===== src/kbg_pkg.sv =====
`timescale 1ns / 1ps
// Shared constants and types of the Korotkoff beat generator.
package kbg_pkg;

  // Default values of the top-level parameters
  localparam int DUTY_FULL_DEF     = 1023;
  localparam int PRESSURE_BITS_DEF = 13;
  localparam int TIME_BITS_DEF     = 32;

  // Fixed field widths
  localparam int BEAT_LEN_W = 20;
  localparam int MIN_DUTY_W = 10;
  localparam int DUTY_W     = 10;
  localparam int CFG_W      = 20;
  localparam int CFG_IDX_W  = 1;

  // Register indexes
  localparam logic [CFG_IDX_W-1:0] REG_BEAT_LEN = 1'd0;
  localparam logic [CFG_IDX_W-1:0] REG_MIN_DUTY = 1'd1;

  // Register reset values
  localparam logic [BEAT_LEN_W-1:0] BEAT_LEN_RST = 20'd30000;
  localparam logic [MIN_DUTY_W-1:0] MIN_DUTY_RST = 10'd51;

  // Depth of the queue between front and back
  localparam int QUEUE_DEPTH = 2;

  typedef enum logic [1:0] {
    B_IDLE,
    B_DIV,
    B_DONE
  } back_state_t;

endpackage


===== src/kbg_in_if.sv =====
`timescale 1ns / 1ps
// Input channel: one pressure/timestamp update per transaction.
interface kbg_in_if #(
  parameter int PRESSURE_BITS = kbg_pkg::PRESSURE_BITS_DEF,
  parameter int TIME_BITS     = kbg_pkg::TIME_BITS_DEF
) ();
  logic                     valid;
  logic                     ready;
  logic [TIME_BITS-1:0]     time_us;
  logic [PRESSURE_BITS-1:0] arterial_pressure;
  logic [PRESSURE_BITS-1:0] cuff_pressure;
  logic [PRESSURE_BITS-1:0] systolic_level;
  logic [PRESSURE_BITS-1:0] diastolic_level;
  logic                     deflating;

  modport source (
    output valid, time_us, arterial_pressure, cuff_pressure,
           systolic_level, diastolic_level, deflating,
    input  ready
  );

  modport sink (
    input  valid, time_us, arterial_pressure, cuff_pressure,
           systolic_level, diastolic_level, deflating,
    output ready
  );
endinterface


===== src/kbg_out_if.sv =====
`timescale 1ns / 1ps
// Result channel: duty and beat status per transaction.
interface kbg_out_if ();
  logic                        valid;
  logic                        ready;
  logic [kbg_pkg::DUTY_W-1:0]  duty;
  logic                        beat_active;
  logic                        beat_started;

  modport source (
    output valid, duty, beat_active, beat_started,
    input  ready
  );

  modport sink (
    input  valid, duty, beat_active, beat_started,
    output ready
  );
endinterface


===== src/kbg_front.sv =====
`timescale 1ns / 1ps
// Front end: accepts updates, detects beat onsets and forms the duty dividend.
module kbg_front #(
  parameter int DUTY_FULL     = kbg_pkg::DUTY_FULL_DEF,
  parameter int PRESSURE_BITS = kbg_pkg::PRESSURE_BITS_DEF,
  parameter int TIME_BITS     = kbg_pkg::TIME_BITS_DEF,
  parameter int DW            = $clog2(DUTY_FULL + 1),
  parameter int PRODW         = PRESSURE_BITS + DW,
  parameter int QW            = 1 + TIME_BITS + PRODW + PRESSURE_BITS
) (
  input  logic          clk,
  input  logic          rst_n,
  kbg_in_if.sink        in_chan,
  input  logic          q_full,
  output logic          q_push,
  output logic [QW-1:0] q_data
);

  localparam int PW = PRESSURE_BITS;

  logic [PW-1:0]    last_art_r;
  logic [PW-1:0]    last_art_nxt;
  logic             start;
  logic [PW-1:0]    num;
  logic [PW-1:0]    den;
  logic [PRODW-1:0] prod;

  assign in_chan.ready = !q_full;
  assign q_push        = in_chan.valid && !q_full;

  // Onset: arterial crosses above the cuff while deflating with the cuff inside the band
  assign start = in_chan.deflating
              && (in_chan.cuff_pressure < in_chan.systolic_level)
              && (in_chan.cuff_pressure > in_chan.diastolic_level)
              && (in_chan.arterial_pressure > in_chan.cuff_pressure)
              && (last_art_r <= in_chan.cuff_pressure);

  // Only meaningful when start is set; then num < den
  assign num  = in_chan.cuff_pressure - in_chan.diastolic_level;
  assign den  = in_chan.systolic_level - in_chan.diastolic_level;
  assign prod = PRODW'(num) * PRODW'(DUTY_FULL);

  assign q_data = {start, in_chan.time_us, prod, den};

  assign last_art_nxt = q_push ? in_chan.arterial_pressure : last_art_r;

  always_ff @(posedge clk) begin
    if (!rst_n) begin
      last_art_r <= '0;
    end else begin
      last_art_r <= last_art_nxt;
    end
  end

endmodule


===== src/kbg_queue.sv =====
`timescale 1ns / 1ps
// Small FIFO that decouples the front end from the divider back end.
module kbg_queue #(
  parameter int W     = 8,
  parameter int DEPTH = kbg_pkg::QUEUE_DEPTH
) (
  input  logic         clk,
  input  logic         rst_n,
  input  logic         push,
  input  logic [W-1:0] wdata,
  output logic         full,
  input  logic         pop,
  output logic         valid,
  output logic [W-1:0] rdata
);

  localparam int PTRW = (DEPTH > 1) ? $clog2(DEPTH) : 1;
  localparam int CNTW = $clog2(DEPTH + 1);

  logic [W-1:0]    mem_r [DEPTH];
  logic [PTRW-1:0] wr_ptr_r;
  logic [PTRW-1:0] wr_ptr_nxt;
  logic [PTRW-1:0] rd_ptr_r;
  logic [PTRW-1:0] rd_ptr_nxt;
  logic [CNTW-1:0] count_r;
  logic [CNTW-1:0] count_nxt;
  logic            do_push;
  logic            do_pop;

  assign full    = (count_r == CNTW'(DEPTH));
  assign valid   = (count_r != '0);
  assign rdata   = mem_r[rd_ptr_r];
  assign do_push = push && !full;
  assign do_pop  = pop && valid;

  always_comb begin
    wr_ptr_nxt = wr_ptr_r;
    rd_ptr_nxt = rd_ptr_r;
    count_nxt  = count_r;
    if (do_push) begin
      wr_ptr_nxt = (wr_ptr_r == PTRW'(DEPTH - 1)) ? '0 : wr_ptr_r + 1'b1;
    end
    if (do_pop) begin
      rd_ptr_nxt = (rd_ptr_r == PTRW'(DEPTH - 1)) ? '0 : rd_ptr_r + 1'b1;
    end
    if (do_push && !do_pop) begin
      count_nxt = count_r + 1'b1;
    end else if (do_pop && !do_push) begin
      count_nxt = count_r - 1'b1;
    end
  end

  always_ff @(posedge clk) begin
    if (!rst_n) begin
      wr_ptr_r <= '0;
      rd_ptr_r <= '0;
      count_r  <= '0;
    end else begin
      wr_ptr_r <= wr_ptr_nxt;
      rd_ptr_r <= rd_ptr_nxt;
      count_r  <= count_nxt;
    end
  end

  always_ff @(posedge clk) begin
    if (do_push) begin
      mem_r[wr_ptr_r] <= wdata;
    end
  end

endmodule


===== src/kbg_back.sv =====
`timescale 1ns / 1ps
// Back end: serial duty divider, beat timer and registered result stage.
module kbg_back #(
  parameter int DUTY_FULL     = kbg_pkg::DUTY_FULL_DEF,
  parameter int PRESSURE_BITS = kbg_pkg::PRESSURE_BITS_DEF,
  parameter int TIME_BITS     = kbg_pkg::TIME_BITS_DEF,
  parameter int DW            = $clog2(DUTY_FULL + 1),
  parameter int PRODW         = PRESSURE_BITS + DW,
  parameter int QW            = 1 + TIME_BITS + PRODW + PRESSURE_BITS
) (
  input  logic                           clk,
  input  logic                           rst_n,
  input  logic                           q_valid,
  input  logic [QW-1:0]                  q_data,
  output logic                           q_pop,
  input  logic [kbg_pkg::BEAT_LEN_W-1:0] beat_len,
  input  logic [kbg_pkg::MIN_DUTY_W-1:0] min_duty,
  kbg_out_if.source                      out_chan
);

  localparam int PW   = PRESSURE_BITS;
  localparam int CNTW = $clog2(DW + 1);
  localparam int CW   = (DW > kbg_pkg::MIN_DUTY_W) ? DW : kbg_pkg::MIN_DUTY_W;
  localparam int EW   = (TIME_BITS > kbg_pkg::BEAT_LEN_W) ? TIME_BITS : kbg_pkg::BEAT_LEN_W;
  localparam logic [CW-1:0] FULL_C = CW'(DUTY_FULL);

  kbg_pkg::back_state_t state_r, state_nxt;

  // Unpacked queue head
  logic                 q_start;
  logic [TIME_BITS-1:0] q_now;
  logic [PRODW-1:0]     q_prod;
  logic [PW-1:0]        q_den;

  assign q_start = q_data[QW-1];
  assign q_now   = q_data[PRODW+PW +: TIME_BITS];
  assign q_prod  = q_data[PW +: PRODW];
  assign q_den   = q_data[PW-1:0];

  // Item in work
  logic                 start_r;
  logic [TIME_BITS-1:0] now_r;
  logic [PW-1:0]        den_r;
  logic [PW-1:0]        rem_r;
  logic [DW-1:0]        num_lo_r;
  logic [DW-1:0]        quo_r;
  logic [CNTW-1:0]      cnt_r;

  // Beat state
  logic                       sounding_r;
  logic [TIME_BITS-1:0]       stamp_r;
  logic [kbg_pkg::DUTY_W-1:0] held_r;

  // Result stage
  logic                       out_valid_r;
  logic [kbg_pkg::DUTY_W-1:0] out_duty_r;
  logic                       out_active_r;
  logic                       out_started_r;

  logic                 out_free;
  logic                 div_en;
  logic                 commit;
  logic [PW:0]          trial;
  logic                 qbit;
  logic [TIME_BITS-1:0] elapsed;
  logic                 ended;
  logic [CW-1:0]        quo_ext;
  logic [CW-1:0]        min_ext;
  logic [CW-1:0]        clamped;

  assign out_free = !out_valid_r || out_chan.ready;

  // Next state
  always_comb begin
    state_nxt = state_r;
    unique case (state_r)
      kbg_pkg::B_IDLE: begin
        if (q_valid) begin
          state_nxt = q_start ? kbg_pkg::B_DIV : kbg_pkg::B_DONE;
        end
      end
      kbg_pkg::B_DIV: begin
        if (cnt_r == CNTW'(1)) begin
          state_nxt = kbg_pkg::B_DONE;
        end
      end
      kbg_pkg::B_DONE: begin
        if (out_free) begin
          state_nxt = kbg_pkg::B_IDLE;
        end
      end
      default: state_nxt = kbg_pkg::B_IDLE;
    endcase
  end

  // Control outputs
  always_comb begin
    q_pop  = 1'b0;
    div_en = 1'b0;
    commit = 1'b0;
    unique case (state_r)
      kbg_pkg::B_IDLE: q_pop  = q_valid;
      kbg_pkg::B_DIV:  div_en = 1'b1;
      kbg_pkg::B_DONE: commit = out_free;
      default: ;
    endcase
  end

  // Restoring division, one quotient bit per cycle
  assign trial = {rem_r, num_lo_r[DW-1]};
  assign qbit  = (trial >= {1'b0, den_r});

  // Beat timeout with wrapping timestamps
  assign elapsed = now_r - stamp_r;
  assign ended   = sounding_r && (EW'(elapsed) > EW'(beat_len));

  assign quo_ext = CW'(quo_r);
  assign min_ext = CW'(min_duty);

  always_comb begin
    clamped = quo_ext;
    if (clamped < min_ext) begin
      clamped = min_ext;
    end
    if (clamped > FULL_C) begin
      clamped = FULL_C;
    end
  end

  always_ff @(posedge clk) begin
    if (!rst_n) begin
      state_r     <= kbg_pkg::B_IDLE;
      sounding_r  <= 1'b0;
      stamp_r     <= '0;
      held_r      <= '0;
      out_valid_r <= 1'b0;
    end else begin
      state_r <= state_nxt;
      if (commit) begin
        out_valid_r <= 1'b1;
        if (start_r) begin
          sounding_r <= 1'b1;
          stamp_r    <= now_r;
          held_r     <= clamped[kbg_pkg::DUTY_W-1:0];
        end else if (ended) begin
          sounding_r <= 1'b0;
          held_r     <= '0;
        end
      end else if (out_chan.ready) begin
        out_valid_r <= 1'b0;
      end
    end
  end

  always_ff @(posedge clk) begin
    if (q_pop) begin
      start_r  <= q_start;
      now_r    <= q_now;
      den_r    <= q_den;
      rem_r    <= q_prod[PRODW-1:DW];
      num_lo_r <= q_prod[DW-1:0];
      quo_r    <= '0;
      cnt_r    <= CNTW'(DW);
    end else if (div_en) begin
      rem_r    <= qbit ? PW'(trial - {1'b0, den_r}) : trial[PW-1:0];
      num_lo_r <= num_lo_r << 1;
      quo_r    <= {quo_r[DW-2:0], qbit};
      cnt_r    <= cnt_r - 1'b1;
    end
  end

  always_ff @(posedge clk) begin
    if (commit) begin
      if (start_r) begin
        out_duty_r    <= clamped[kbg_pkg::DUTY_W-1:0];
        out_active_r  <= 1'b1;
        out_started_r <= 1'b1;
      end else if (ended) begin
        out_duty_r    <= '0;
        out_active_r  <= 1'b0;
        out_started_r <= 1'b0;
      end else begin
        out_duty_r    <= sounding_r ? held_r : '0;
        out_active_r  <= sounding_r;
        out_started_r <= 1'b0;
      end
    end
  end

  assign out_chan.valid        = out_valid_r;
  assign out_chan.duty         = out_duty_r;
  assign out_chan.beat_active  = out_active_r;
  assign out_chan.beat_started = out_started_r;

`ifndef SYNTHESIS
  a_div_count: assert property (@(posedge clk) disable iff (!rst_n)
    state_r == kbg_pkg::B_DIV |-> cnt_r != '0)
    else $error("divider running with zero step count");

  a_pop_leaves_idle: assert property (@(posedge clk) disable iff (!rst_n)
    q_pop |=> state_r != kbg_pkg::B_IDLE)
    else $error("popped transaction not taken into work");

  a_commit_shows: assert property (@(posedge clk) disable iff (!rst_n)
    commit |=> out_valid_r && sounding_r == out_active_r)
    else $error("result does not match beat state");

  a_silent_zero: assert property (@(posedge clk) disable iff (!rst_n)
    !sounding_r |-> held_r == '0)
    else $error("held duty nonzero while silent");
`endif

endmodule


===== src/korotkoff_beat_generator.sv =====
`timescale 1ns / 1ps
// Korotkoff beat generator: each update yields one result transaction with
// the PWM duty, whether a beat is sounding, and whether this update started
// one. An update that starts a beat passes the back-end states B_IDLE,
// B_DIV and B_DONE; in B_DIV the bit-serial divider computes
// (cuff - dia) * DUTY_FULL / (sys - dia) one quotient bit per cycle. Any
// other update goes from B_IDLE straight to B_DONE. A two-entry queue lets
// the input side keep accepting while the divider works or a result waits
// to be taken. Registers: index 0 is the beat length in microseconds
// (reset 30000), index 1 the minimum duty of a started beat (reset 51).
module korotkoff_beat_generator #(
  parameter int DUTY_FULL     = kbg_pkg::DUTY_FULL_DEF,
  parameter int PRESSURE_BITS = kbg_pkg::PRESSURE_BITS_DEF,
  parameter int TIME_BITS     = kbg_pkg::TIME_BITS_DEF
) (
  input  logic                          clk,
  input  logic                          rst_n,
  kbg_in_if.sink                        in_chan,
  kbg_out_if.source                     out_chan,
  input  logic                          cfg_we,
  input  logic [kbg_pkg::CFG_IDX_W-1:0] cfg_idx,
  input  logic [kbg_pkg::CFG_W-1:0]     cfg_data
);

  localparam int DW    = $clog2(DUTY_FULL + 1);
  localparam int PRODW = PRESSURE_BITS + DW;
  localparam int QW    = 1 + TIME_BITS + PRODW + PRESSURE_BITS;

  logic [kbg_pkg::BEAT_LEN_W-1:0] beat_len_r;
  logic [kbg_pkg::MIN_DUTY_W-1:0] min_duty_r;

  logic          q_push;
  logic [QW-1:0] q_wdata;
  logic          q_full;
  logic          q_pop;
  logic          q_valid;
  logic [QW-1:0] q_rdata;

  always_ff @(posedge clk) begin
    if (!rst_n) begin
      beat_len_r <= kbg_pkg::BEAT_LEN_RST;
      min_duty_r <= kbg_pkg::MIN_DUTY_RST;
    end else if (cfg_we) begin
      unique case (cfg_idx)
        kbg_pkg::REG_BEAT_LEN: beat_len_r <= cfg_data[kbg_pkg::BEAT_LEN_W-1:0];
        kbg_pkg::REG_MIN_DUTY: min_duty_r <= cfg_data[kbg_pkg::MIN_DUTY_W-1:0];
        default: ;
      endcase
    end
  end

  kbg_front #(
    .DUTY_FULL     (DUTY_FULL),
    .PRESSURE_BITS (PRESSURE_BITS),
    .TIME_BITS     (TIME_BITS)
  ) u_front (
    .clk     (clk),
    .rst_n   (rst_n),
    .in_chan (in_chan),
    .q_full  (q_full),
    .q_push  (q_push),
    .q_data  (q_wdata)
  );

  kbg_queue #(
    .W     (QW),
    .DEPTH (kbg_pkg::QUEUE_DEPTH)
  ) u_queue (
    .clk   (clk),
    .rst_n (rst_n),
    .push  (q_push),
    .wdata (q_wdata),
    .full  (q_full),
    .pop   (q_pop),
    .valid (q_valid),
    .rdata (q_rdata)
  );

  kbg_back #(
    .DUTY_FULL     (DUTY_FULL),
    .PRESSURE_BITS (PRESSURE_BITS),
    .TIME_BITS     (TIME_BITS)
  ) u_back (
    .clk      (clk),
    .rst_n    (rst_n),
    .q_valid  (q_valid),
    .q_data   (q_rdata),
    .q_pop    (q_pop),
    .beat_len (beat_len_r),
    .min_duty (min_duty_r),
    .out_chan (out_chan)
  );

endmodule

===== src/flat_wrapper.sv =====
// flat-port wrapper written by rule: the top's interface ports become plain ports
module korotkoff_beat_generator_flat 
#(
  parameter int DUTY_FULL     = kbg_pkg::DUTY_FULL_DEF,
  parameter int PRESSURE_BITS = kbg_pkg::PRESSURE_BITS_DEF,
  parameter int TIME_BITS     = kbg_pkg::TIME_BITS_DEF
)
  (clk, rst_n, cfg_we, cfg_idx, cfg_data, in_chan_valid, in_chan_time_us, in_chan_arterial_pressure, in_chan_cuff_pressure, in_chan_systolic_level, in_chan_diastolic_level, in_chan_deflating, in_chan_ready, out_chan_valid, out_chan_duty, out_chan_beat_active, out_chan_beat_started, out_chan_ready);
  kbg_in_if #(.PRESSURE_BITS(PRESSURE_BITS), .TIME_BITS(TIME_BITS)) in_chan_i ();
  kbg_out_if out_chan_i ();
  input  logic clk;
  input  logic rst_n;
  input  logic cfg_we;
  input  logic [kbg_pkg::CFG_IDX_W-1:0] cfg_idx;
  input  logic [kbg_pkg::CFG_W-1:0] cfg_data;
  input wire logic [$bits(in_chan_i.valid)-1:0] in_chan_valid;
  input wire logic [$bits(in_chan_i.time_us)-1:0] in_chan_time_us;
  input wire logic [$bits(in_chan_i.arterial_pressure)-1:0] in_chan_arterial_pressure;
  input wire logic [$bits(in_chan_i.cuff_pressure)-1:0] in_chan_cuff_pressure;
  input wire logic [$bits(in_chan_i.systolic_level)-1:0] in_chan_systolic_level;
  input wire logic [$bits(in_chan_i.diastolic_level)-1:0] in_chan_diastolic_level;
  input wire logic [$bits(in_chan_i.deflating)-1:0] in_chan_deflating;
  output wire logic [$bits(in_chan_i.ready)-1:0] in_chan_ready;
  output wire logic [$bits(out_chan_i.valid)-1:0] out_chan_valid;
  output wire logic [$bits(out_chan_i.duty)-1:0] out_chan_duty;
  output wire logic [$bits(out_chan_i.beat_active)-1:0] out_chan_beat_active;
  output wire logic [$bits(out_chan_i.beat_started)-1:0] out_chan_beat_started;
  input wire logic [$bits(out_chan_i.ready)-1:0] out_chan_ready;
  assign in_chan_i.valid = in_chan_valid;
  assign in_chan_i.time_us = in_chan_time_us;
  assign in_chan_i.arterial_pressure = in_chan_arterial_pressure;
  assign in_chan_i.cuff_pressure = in_chan_cuff_pressure;
  assign in_chan_i.systolic_level = in_chan_systolic_level;
  assign in_chan_i.diastolic_level = in_chan_diastolic_level;
  assign in_chan_i.deflating = in_chan_deflating;
  assign in_chan_ready = in_chan_i.ready;
  assign out_chan_valid = out_chan_i.valid;
  assign out_chan_duty = out_chan_i.duty;
  assign out_chan_beat_active = out_chan_i.beat_active;
  assign out_chan_beat_started = out_chan_i.beat_started;
  assign out_chan_i.ready = out_chan_ready;
  korotkoff_beat_generator #(.DUTY_FULL(DUTY_FULL), .PRESSURE_BITS(PRESSURE_BITS), .TIME_BITS(TIME_BITS)) u_core (.clk(clk), .rst_n(rst_n), .in_chan(in_chan_i), .out_chan(out_chan_i), .cfg_we(cfg_we), .cfg_idx(cfg_idx), .cfg_data(cfg_data));
endmodule

===== config.mk =====
export PLATFORM = sky130hd
export DESIGN_NAME = korotkoff_beat_generator_flat
export DESIGN_NICKNAME = d
export VERILOG_FILES = /design/src/kbg_pkg.sv /design/src/kbg_in_if.sv /design/src/kbg_out_if.sv /design/src/kbg_front.sv /design/src/kbg_queue.sv /design/src/kbg_back.sv /design/src/korotkoff_beat_generator.sv /design/src/flat_wrapper.sv
export SDC_FILE = /design/constraint.sdc
export NUM_CORES = 1
export LEC_CHECK = 0
export BUFFER_PORTS_ARGS = -buffer_cell sky130_fd_sc_hd__buf_2
export CAP_MARGIN = 20
export CELL_PAD_IN_SITES_DETAIL_PLACEMENT = 1
export CELL_PAD_IN_SITES_GLOBAL_PLACEMENT = 1
export CORE_MARGIN = 1.5
export CORE_UTILIZATION = 40
export DETAILED_ROUTE_END_ITERATION = 6
export MAX_ROUTING_LAYER = met4
export PLACE_DENSITY = 0.78
export SETUP_SLACK_MARGIN = 0.1
export SYNTH_ARGS = -nofsm -noshare
export SYNTH_HDL_FRONTEND = slang
export SYNTH_SLANG_ARGS = --single-unit

===== constraint.sdc =====
create_clock -name clk -period 15.8 [get_ports clk]
set_input_delay 0 -clock clk [delete_from_list [all_inputs] [get_ports clk]]
set_output_delay 0 -clock clk [all_outputs]
set_load 0.02 [all_outputs]

======== Word-level counts from Yosys, hierarchy flattened ========
Memories as Yosys holds them, arrays and structs flattened. A register that Yosys moved wholly into a read port is not among the register bits.
Cells that the tools add are included.
storage, ports and cells
  flip-flop bits (word level) ............. 188
  bits in latches ......................... 0
  RAM bits ................................ 138
  memory bits (read-only) ................. 0
  bits of input ports ..................... 111
  output and inout port bits .............. 14
  memories ................................ 1
operators by class
  add/sub/neg operators ................... 9
  multipliers ............................. 1
  divide/modulo/power cells ............... 0
  $lt $le $gt $ge ......................... 8
  equal/unequal tests ..................... 7
  shift-type cells ........................ 0
  muxes and demuxes ....................... 33
  bitwise gates (word level) .............. 1
  reduce and logical (&&, ||, !) cells .... 26
memory list
  memory                depth  bits a word  read ports  clocked after memory_dff  wr ports  RTL line         text
  u_core.u_queue.mem_r  2      69           1           1                         1         kbg_queue.sv:20  logic [W-1:0] mem_r [DEPTH];
operators by type and width
  cell                      count
  $mux W10                  9
  $mux W13                  3
  $sub A13 B13 Y13          3
  $gt A32 B20 Y1            1
  $sub A32 B32 Y32          1
  $gt A13 B13 Y1            2
  $mul A13 B10 Y23 const B  1
  $ge A14 B13 Y1            1
  $mux W1                   14
  $le A13 B13 Y1            1
  $lt A13 B13 Y1            1
  $mux W2                   6
  $gt A10 B10 Y1 const B    1
  $logic_and A1 B1 Y1       10
  $lt A10 B10 Y1            1
  $reduce_bool A2 Y1        5
  $reduce_and A2 Y1         4
  $ne A2 B2 Y1 const B      3
  $pmux W2 S3               1
  $eq A2 B2 Y1 const B      2
  $eq A4 B1 Y1 const B      1
  $logic_not A1 Y1          4
  $sub A4 B1 Y4 const B     1
  $reduce_and A3 Y1         1
  7 further kinds           8

======== Depth between registers and ports, before layout ========
Gate-level depths: netlist (run 1).
  depth after elaboration ................. 8
  mapped depth ............................ 30
  depth with buffers taken out ............ 30

======== Modules after synthesis ========
A second synthesis (run 1) with hierarchy kept.
unflattened totals
  cells, all modules ...................... 2032
  area total of the unflattened synthesis .. 21060.2 um^2
modules (own cells, without submodules)
  module                    times used  cells an instance  area an instance (um^2)  sequential area each (um^2)
  kbg_back                  1           967                8812.2                   3633.5
  kbg_front                 1           698                5813.1                   260.2
  kbg_queue                 1           240                5253.8                   4244.1
  korotkoff_beat_generator  1           127                1181.1                   600.6

======== Worst setup path after synthesis (run 1) ========
Ideal clock, no wire load.
  path kind ............................... input to register
  start point ............................. input in_chan_cuff_pressure[0]
  end point ............................... memory u_core.u_queue.mem_r[0][34] in the netlist's numbering (data pin)
  library setup time ...................... 0.262 ns
  data arrival time ....................... 5.967 ns
  slack ................................... 9.571 ns
  stages on the path ...................... 27
  buffers on the path ..................... 0
  cell sequence ........................... inv_1 -> ha_1 -> fa_1 -> nor2b_1 -> o21ai_1 -> a21boi_1 -> o21ai_0 -> a21oi_1 -> o21ai_1 -> o311ai_1 -> inv_2 -> xnor2_1 -> ha_1 -> fa_1 -> fa_1 -> fa_1 -> inv_1 -> fa_1 -> inv_1 -> ha_1 -> or2_2 -> a211oi_1 -> o31ai_1 -> nand4_1 -> nand4b_1 -> a21oi_1 -> xnor2_1
on the way
  word-level cells in the longest chain between the ends .. 2
RTL lines
  what                          RTL line                        text
  from (decl)                   flat_wrapper.sv:19              input wire logic [$bits(in_chan_i.cuff_pressure)-1:0] in_chan_cuff_pressure;
  $sub A13 B13 Y13              kbg_front.sv:39                 assign num = in_chan.cuff_pressure - in_chan.diastolic_level;
  $mul A13 B10 Y23              kbg_front.sv:41                 assign prod = PRODW'(num) * PRODW'(DUTY_FULL);
  named net u_core.q_wdata[34]  korotkoff_beat_generator.sv:33  logic [QW-1:0] q_wdata;
  to (decl)                     kbg_queue.sv:20
The timed path passes the listed nets, and every way through them passes these cells.

======== Final worst setup path (run 1) ========
Same ends and word-level chain as after synthesis.

==> results of run 1 <==
## cell usage after synthesis, types with 11 or more instances
cell type,number
sky130_fd_sc_hd__ha_1,197
sky130_fd_sc_hd__a21o_1,27
sky130_fd_sc_hd__nand4_1,22
sky130_fd_sc_hd__inv_1,235
sky130_fd_sc_hd__o21a_1,12
sky130_fd_sc_hd__dfxtp_1,108
sky130_fd_sc_hd__o21ai_1,17
sky130_fd_sc_hd__edfxtp_1,219
sky130_fd_sc_hd__and2_1,11
sky130_fd_sc_hd__nand3_1,28
sky130_fd_sc_hd__nor2_1,95
sky130_fd_sc_hd__a21oi_1,98
sky130_fd_sc_hd__xor2_1,21
sky130_fd_sc_hd__xnor2_1,62
sky130_fd_sc_hd__o22ai_1,11
sky130_fd_sc_hd__mux2_2,46
sky130_fd_sc_hd__a21boi_0,74
sky130_fd_sc_hd__nor3_1,17
sky130_fd_sc_hd__nand2_1,237
sky130_fd_sc_hd__nand2b_1,24
sky130_fd_sc_hd__mux2i_1,25
sky130_fd_sc_hd__fa_1,58
sky130_fd_sc_hd__nor4_1,22
sky130_fd_sc_hd__o21ai_0,90
sky130_fd_sc_hd__nor2b_1,27
sky130_fd_sc_hd__clkbuf_1,51
sky130_fd_sc_hd__o211ai_1,18
## cell families after synthesis
| logic type | share of synthesized area, % |
|---|---|
| and+or+nand+nor | 11.7 |
| muxes | 3.87 |
| AOI/OAI and AO/OA | 13.9 |
| DFF | 43.3 |
| buffers and inverters | 5.55 |
| xor gates and xnor gates | 3.60 |
| adders and majority gates | 18.0 |
## worst max path at each step
stage	endpoint	cells after the start
CTS	u_core.u_queue.mem_r[0][34]	28
global route	u_core.u_queue.mem_r[0][34]	28
floorplan	u_core.u_queue.mem_r[0][34]	27
detailed placement	u_core.u_queue.mem_r[0][34]	28
finish	u_core.u_queue.mem_r[0][34]	28
global placement	u_core.u_queue.mem_r[0][34]	29
## final cells by class
type,instances,area (um2)
sequential,327,8740
clock buffer,48,1000
tap,672,841
antenna,6,15.0
timing repair buffer,226,1630
fill,5609,26400
inverter,236,886
multi-input combinational,1353,10300
clock inverter,17,145
## stage by stage
stage / utilization, % / hold WS, ns / setup slack [ns] / instance area (um2)
global placement: 43.0 / 0.189 / 8.89 / 21500
global route: 47.2 / 0.0141 / 8.47 / 23600
CTS: 47.1 / 0.00241 / 8.91 / 23500
floorplan: - / 0.0989 / 9.57 / 20200
finish: 47.2 / 0.0180 / 8.88 / 23600
detailed placement: 43.0 / 0.194 / 8.40 / 21500
## cells in the final DEF, fill, tap and decap left out, drive strengths merged, types with 18 or more instances in the layout
cell type,instances
a21oi,102
o211ai,18
o21ai,108
mux2i,25
buf,135
inv,238
a21boi,79
nand3,28
nor2,96
clkbuf,48
nor4,23
nand2,237
mux2,47
nand4,22
dfxtp,108
edfxtp,219
fa,58
ha,197
xnor2,62
nand2b,24
xor2,21
nor2b,27
a21o,28
dlygate4sd3,91
## worst max-delay path: cells and delay by family
family / cells / cell delay [ns]
buffers and inverters: 5 / 0.49
AO/OA/AOI/OAI: 9 / 2.23
AND/OR/NAND/NOR: 4 / 0.76
adder cells (fa/ha/maj): 8 / 3.29
XOR/XNOR: 2 / 0.45
## registers in the layout, summed over array words and instances (netlist names), 10 cells and up, named ones only
name / flops
u_core.u_back.rem_r: 13
u_core.u_back.out_chan.duty: 10
u_core.u_back.stamp_r: 32
u_core.u_front.last_art_r: 13
u_core.beat_len_r: 20
u_core.u_back.den_r: 13
u_core.u_back.num_lo_r: 10
u_core.u_back.now_r: 32
u_core.u_back.quo_ext: 10
u_core.u_queue.mem_r: 138
u_core.min_duty_r: 10
u_core.u_back.held_r: 10
## layer usage
metal / vias up / share of wire, %
met5: - / 0
met4: 0 / 3.2
met3: 108 / 3.4
met2: 267 / 49
met1: 7467 / 44
li1: 7328 / -
## what timing repair did
action | 4_1_cts | 5_1_grt
hold buffers | 91 | 0
setup buffers | 0 | 0
resized for setup | 0 | 0
endpoints found under the hold margin | 122 | 0
==> impl_table.tex, run 1 <==
\begin{tabular}{lr}
\hline
Metric & Value \\
\hline
\multicolumn{2}{l}{\textbf{Status}} \\
Status & completed \\
\multicolumn{2}{l}{\textbf{Floorplanning}} \\
Area of the core & 50,000 um2 \\
Height of the die & 228 um \\
IO Pins & 125 \\
Placement row count & 82 \\
Die outline width & 228 um \\
Die Outline Area & 51,800 um2 \\
Starting density of the core & 40.4\% \\
\multicolumn{2}{l}{\textbf{Logic synthesis}} \\
Top cell type's share of synthesized area & 32.6\% \\
Leading area contributor after synthesis & sky130\_fd\_sc\_hd\_\_edfxtp\_1 \\
Portion of the post-synthesis area used by sequential elements & 43.3\% \\
Main area contributors after synthesis & sky130\_fd\_sc\_hd\_\_edfxtp\_1 (33\%), sky130\_fd\_sc\_hd\_\_ha\_1 (12\%), sky130\_fd\_sc\_hd\_\_dfxtp\_1 (11\%) \\
Synth warnings & 0 \\
Average cell area after synthesis & 10.2 um2 \\
Number of register bits inferred by synthesis & 327 \\
Yosys cell types & 77 \\
Number of synthesized flops with an enable pin & 219 \\
Main flop type after synthesis & sky130\_fd\_sc\_hd\_\_edfxtp\_1 \\
Net count after synthesis & 2,341 \\
Ys async rst share & 0\% \\
Count of mapped cells out of synthesis & 1,975 \\
Post-Syn Area & 20,200 um2 \\
\multicolumn{2}{l}{\textbf{Cells and area}} \\
Nets & 2,546 \\
Fraction of final layout cells with drive strength greater than 1 & 11.9\% \\
Post-route non-filler standard cell count & 2,885 \\
Syn-to-layout area delta & 17.0\% \\
\multicolumn{2}{l}{\textbf{Setup path}} \\
Worst r2r path cells & 20 \\
Cell with the most instances on the worst path & sky130\_fd\_sc\_hd\_\_fa\_1 \\
Data arrival time at the worst-slack endpoint & 7.21 ns \\
Critical path start-end classification & in -> reg \\
Reg-to-reg setup timing slack & 10.55 ns \\
Critical path launch point type & input pin \\
CP peak stage delay & 0.58 ns \\
Worst reg2reg startpoint & u\_core.u\_back.now\_r[2] \\
Largest fanout of any net on the critical path & 5 \\
CP max-delay cell & sky130\_fd\_sc\_hd\_\_o311ai\_1 \\
Required time worst endpoint & 16.10 ns \\
Nature of the critical path endpoint & register \\
Destination of the worst register-to-register timing path & u\_core.u\_back.out\_chan.duty[0] \\
Start point of the critical path & in\_chan\_cuff\_pressure[0] \\
\multicolumn{2}{l}{\textbf{Place}} \\
Post-detail-place hpwl & 39.5 mm \\
Final GP Congestion & 0.876 \\
Cell total after placement & 2,720 \\
Number of port buffers & 124 \\
\multicolumn{2}{l}{\textbf{GRT}} \\
Maximum number of pins on one net before global-route repair & 71 \\
Number of global-route vias before repair & 16.4k \\
Grt met3 use & 3.50\% \\
Number of antenna violations at the first check in global routing & 5 \\
Global-route met1 utilization & 26.4\% \\
Layer with the highest usage after global routing & met2 \\
Global routing usage summed across all routing layers & 22.1\% \\
Grt total ovfl & 0 \\
First-pass GRT wire length & 87.0 mm \\
Global-route track usage on met2 & 37.8\% \\
\multicolumn{2}{l}{\textbf{Clocking}} \\
H-tree levels & 2 \\
CTS buffer count & 36 \\
Clk Latency, worst-skew pair & 0.56 ns \\
Clock tree from TritonCTS & yes \\
Clk pin slew, worst setup/hold paths & 0.07 ns \\
Number of clock sinks & 327 \\
Number of buffers on the longest clock path & 3 \\
Buffer type at the clock tree root & sky130\_fd\_sc\_hd\_\_clkbuf\_16 \\
\multicolumn{2}{l}{\textbf{Route}} \\
Remaining design rule violation count & 0 \\
Number of optimization iterations in the first detailed-route pass & 7 \\
Average wire per standard cell & 19.0 um \\
Number of nets still failing antenna checks after routing & 0 \\
Via density per instance & 5.26 \\
Number of DRC violations after detailed-routing iteration 0 & 820 \\
Final wirelength & 54.9 mm \\
Total via count in the routed design & 15.2k \\
\multicolumn{2}{l}{\textbf{Min path}} \\
Hold/Removal Path Class & in -> reg \\
Hold Crit Endpoint & u\_core.u\_queue.mem\_r[0][0] \\
Worst Min Path Start & in\_chan\_diastolic\_level[0] \\
Worst hold path stage count & 3 \\
\multicolumn{2}{l}{\textbf{STA}} \\
Relative slew slack & 30.0\% \\
Number of endpoints failing setup at the final stage & 0 \\
Final total negative setup slack & 0 ns \\
Slew at the pin closest to its max-slew limit & 1.05 ns \\
Final Hold Fails & 0 \\
Final count of pins violating max slew & 0 \\
Clock period minus final worst setup slack & 6.92 ns \\
Final worst clock skew & 0.0253 ns \\
Max Clock Freq & 145 MHz \\
RSZ-0062 raised after global routing & no \\
Share of the clock period used by the worst path after layout & 43.8\% \\
\multicolumn{2}{l}{\textbf{Job}} \\
Max-cap violations & 0 \\
\hline
\end{tabular}
Power of run 1 is not shown: default switching activity piles up to over one toggle a cycle in this logic, so the estimate is an artifact.
==> run 2, diff against run 1 <==
Settings changed: ABC_AREA from default to 1, PLACE_DENSITY 0.78 to 0.83.
Clock period 15.8 ns to 5.7 ns, I/O delays scaled along.
==> run 2 against run 1 <==
Net effect:
- final cell count increased by 17%
- synthesized cell count increased by 21%
- global-route usage increased by 2.1 points
- setup slack got worse by 8.5 ns
- sequential share of layout area decreased by 1.6 points
- critical path depth increased by 2
- routed wire length increased by 13%
- clock skew decreased by 0.0059 ns
- count of clock-buffer cells in the layout increased by 2
- synthesized area increased by 2.2%
==> impl_table.tex, run 2 <==
\begin{tabular}{lr}
\hline
Metric & Value \\
\hline
\multicolumn{2}{l}{\textbf{Logic synthesis}} \\
Yosys cell types & 53 \\
Most used standard cells in the synthesized netlist & sky130\_fd\_sc\_hd\_\_nand2\_1 (578), sky130\_fd\_sc\_hd\_\_inv\_1 (378), sky130\_fd\_sc\_hd\_\_edfxtp\_1 (219), sky130\_fd\_sc\_hd\_\_ha\_1 (197), sky130\_fd\_sc\_hd\_\_a21oi\_1 (175) \\
Top cell type's share of synthesized area & 31.9\% \\
Net count after synthesis & 2,763 \\
Main flop type after synthesis & sky130\_fd\_sc\_hd\_\_edfxtp\_1 \\
Average cell area after synthesis & 8.60 um2 \\
Synth warnings & 0 \\
Number of synthesized flops with an enable pin & 219 \\
Number of register bits inferred by synthesis & 327 \\
Count of mapped cells out of synthesis & 2,397 \\
Leading area contributor after synthesis & sky130\_fd\_sc\_hd\_\_edfxtp\_1 \\
Most frequent cell after synthesis & sky130\_fd\_sc\_hd\_\_nand2\_1 \\
Ys async rst share & 0\% \\
Post-Syn Area & 20,600 um2 \\
Main area contributors after synthesis & sky130\_fd\_sc\_hd\_\_edfxtp\_1 (32\%), sky130\_fd\_sc\_hd\_\_ha\_1 (12\%), sky130\_fd\_sc\_hd\_\_nand2\_1 (11\%) \\
Portion of the post-synthesis area used by sequential elements & 42.4\% \\
\multicolumn{2}{l}{\textbf{Route}} \\
Number of DRC violations after detailed-routing iteration 0 & 793 \\
Number of optimization iterations in the first detailed-route pass & 5 \\
Total via count in the routed design & 17.5k \\
Via density per instance & 5.17 \\
Final wirelength & 62.2 mm \\
Remaining design rule violation count & 0 \\
Number of nets still failing antenna checks after routing & 0 \\
Average wire per standard cell & 18.4 um \\
\multicolumn{2}{l}{\textbf{Clocking}} \\
Buffer type at the clock tree root & sky130\_fd\_sc\_hd\_\_clkbuf\_16 \\
Clock tree from TritonCTS & yes \\
Clk pin slew, worst setup/hold paths & 0.06 ns \\
Number of buffers on the longest clock path & 3 \\
Clk Latency, worst-skew pair & 0.56 ns \\
Number of clock sinks & 327 \\
H-tree levels & 2 \\
CTS buffer count & 36 \\
\multicolumn{2}{l}{\textbf{Status}} \\
Status & completed \\
\multicolumn{2}{l}{\textbf{STA}} \\
RSZ-0062 raised after global routing & no \\
Max Clock Freq & 187 MHz \\
Relative slew slack & 30.5\% \\
Clock period minus final worst setup slack & 5.34 ns \\
Slew at the pin closest to its max-slew limit & 1.04 ns \\
Final count of pins violating max slew & 0 \\
Worst hold slack & 0.0365 ns \\
Number of endpoints failing setup at the final stage & 0 \\
Final worst clock skew & 0.0194 ns \\
Final Hold Fails & 0 \\
Share of the clock period used by the worst path after layout & 93.6\% \\
\multicolumn{2}{l}{\textbf{GRT}} \\
Grt met3 use & 3.26\% \\
Number of antenna violations at the first check in global routing & 3 \\
Number of global-route vias before repair & 19.1k \\
Global-route track usage on met2 & 41.8\% \\
Global routing usage summed across all routing layers & 24.2\% \\
First-pass GRT wire length & 98.8 mm \\
Grt total ovfl & 0 \\
Global-route met1 utilization & 29.7\% \\
Maximum number of pins on one net before global-route repair & 88 \\
Layer with the highest usage after global routing & met2 \\
\multicolumn{2}{l}{\textbf{Cells and area}} \\
Largest register FFs & 138 \\
Final standard cell utilization of the core & 48.8\% \\
Final design area excluding fillers & 24,600 um2 \\
Commonest non-fill, non-tap cell in the layout & sky130\_fd\_sc\_hd\_\_nand2\_1 \\
Syn-to-layout area delta & 19.6\% \\
Register name with the most flops & u\_core.u\_queue.mem\_r \\
Regs by FF count & u\_core.u\_queue.mem\_r x138, u\_core.u\_back.now\_r x32, u\_core.u\_back.stamp\_r x32 \\
Nets & 3,046 \\
Fraction of final layout cells with drive strength greater than 1 & 12.3\% \\
Most frequent cells in the layout & sky130\_fd\_sc\_hd\_\_nand2\_1 (577), sky130\_fd\_sc\_hd\_\_inv\_1 (376), sky130\_fd\_sc\_hd\_\_edfxtp\_1 (219) \\
\multicolumn{2}{l}{\textbf{Floorplanning}} \\
Area of the core & 50,500 um2 \\
Die outline width & 230 um \\
Placement row count & 82 \\
IO Pins & 125 \\
Starting density of the core & 40.8\% \\
Die Outline Area & 52,900 um2 \\
Height of the die & 230 um \\
\multicolumn{2}{l}{\textbf{Setup path}} \\
Start point of the critical path & in\_chan\_diastolic\_level[0] \\
Nature of the critical path endpoint & register \\
Critical path launch point type & input pin \\
Critical path start-end classification & in -> reg \\
Worst reg2reg startpoint & u\_core.u\_back.now\_r[6] \\
Required time worst endpoint & 5.98 ns \\
Data arrival time at the worst-slack endpoint & 5.62 ns \\
Cell with the most instances on the worst path & sky130\_fd\_sc\_hd\_\_inv\_1 \\
Largest fanout of any net on the critical path & 4 \\
CP peak stage delay & 0.55 ns \\
CP max-delay cell & sky130\_fd\_sc\_hd\_\_fa\_1 \\
\multicolumn{2}{l}{\textbf{Place}} \\
Number of port buffers & 124 \\
Final GP Congestion & 0.898 \\
Post-detail-place hpwl & 46.4 mm \\
Dpl cell area & 22,600 um2 \\
\multicolumn{2}{l}{\textbf{Min path}} \\
Worst Min Path Start & in\_chan\_systolic\_level[9] \\
Hold/Removal Path Class & in -> reg \\
\multicolumn{2}{l}{\textbf{Job}} \\
Max-cap violations & 0 \\
\hline
\end{tabular}
==> run 2: repair_timing <==
action,4_1_cts,5_1_grt
setup endpoints to repair,0,20
hold buffers,84,0
setup buffers,0,3
endpoints found under the hold margin,118,0
resized for setup,0,26
==> run 2: routing by layer <==
layer  up-vias  share of wire [%]
met4         0                2.1
met3       101                3.8
met5         -                  0
met1      8631                 44
li1       8420                  -
met2       349                 50
==> run 2: worst max-delay path: cells and delay by family <==
kind / cells / cell delay [ns]
fa+ha+maj: 7 / 3.01
compound gates: 8 / 1.22
buf+inv: 8 / 0.55
simple gates: 5 / 0.49
xor+xnor: 2 / 0.35
==> run 2: path summary, 6_finish.rpt <==
| kind | endpoint | slack (ns) | cells after the start |
|---|---|---|---|
| max | u_core.u_queue.mem_r[1][32] | 0.36 | 30 |
| min | u_core.u_queue.mem_r[0][9] | 0.04 | 3 |
| max reg2reg | u_core.u_back.held_r[9] | 1.50 | 22 |
| min reg2reg | u_core.u_back.stamp_r[2] | 0.46 | 2 |
==> run 2: layout make-up <==
class | count | area (um2)
Fill cell | 5967 | 25800
Multi-Input combinational cell | 1628 | 10300
Sequential cell | 327 | 8740
Timing Repair Buffer | 299 | 2140
Inverter | 388 | 1460
Clock buffer | 50 | 973
Tap cell | 672 | 841
Clock inverter | 16 | 138
Antenna cell | 3 | 7.51
==> run 2: cell families (layout without fill, tap and decap cells) <==
logic type               Yosys count  in the layout  synth area share [%]
AO/OA/AOI/OAI                    400            400                  10.6
XOR/XNOR                          80             80                  3.40
adder cells (fa/ha/maj)          255            255                  17.6
buffers and inverters            442            753                  8.16
flip-flops                       327            327                  42.4
other                              0              3                     0
AND/OR/NAND/NOR                  893            893                  17.8
==> run 2: through the flow <==
stage | instances | setup WS (ns) | TNS (ns)
floorplan | 2397 | 0.149 | 0
global placement | 3227 | -0.0750 | -0.241
detailed placement | 3227 | -0.255 | -2.95
CTS | 3377 | 0.320 | 0
global route | 3383 | 0.0489 | 0
finish | 3383 | 0.365 | 0
Power of run 2 is left out for the same reason.
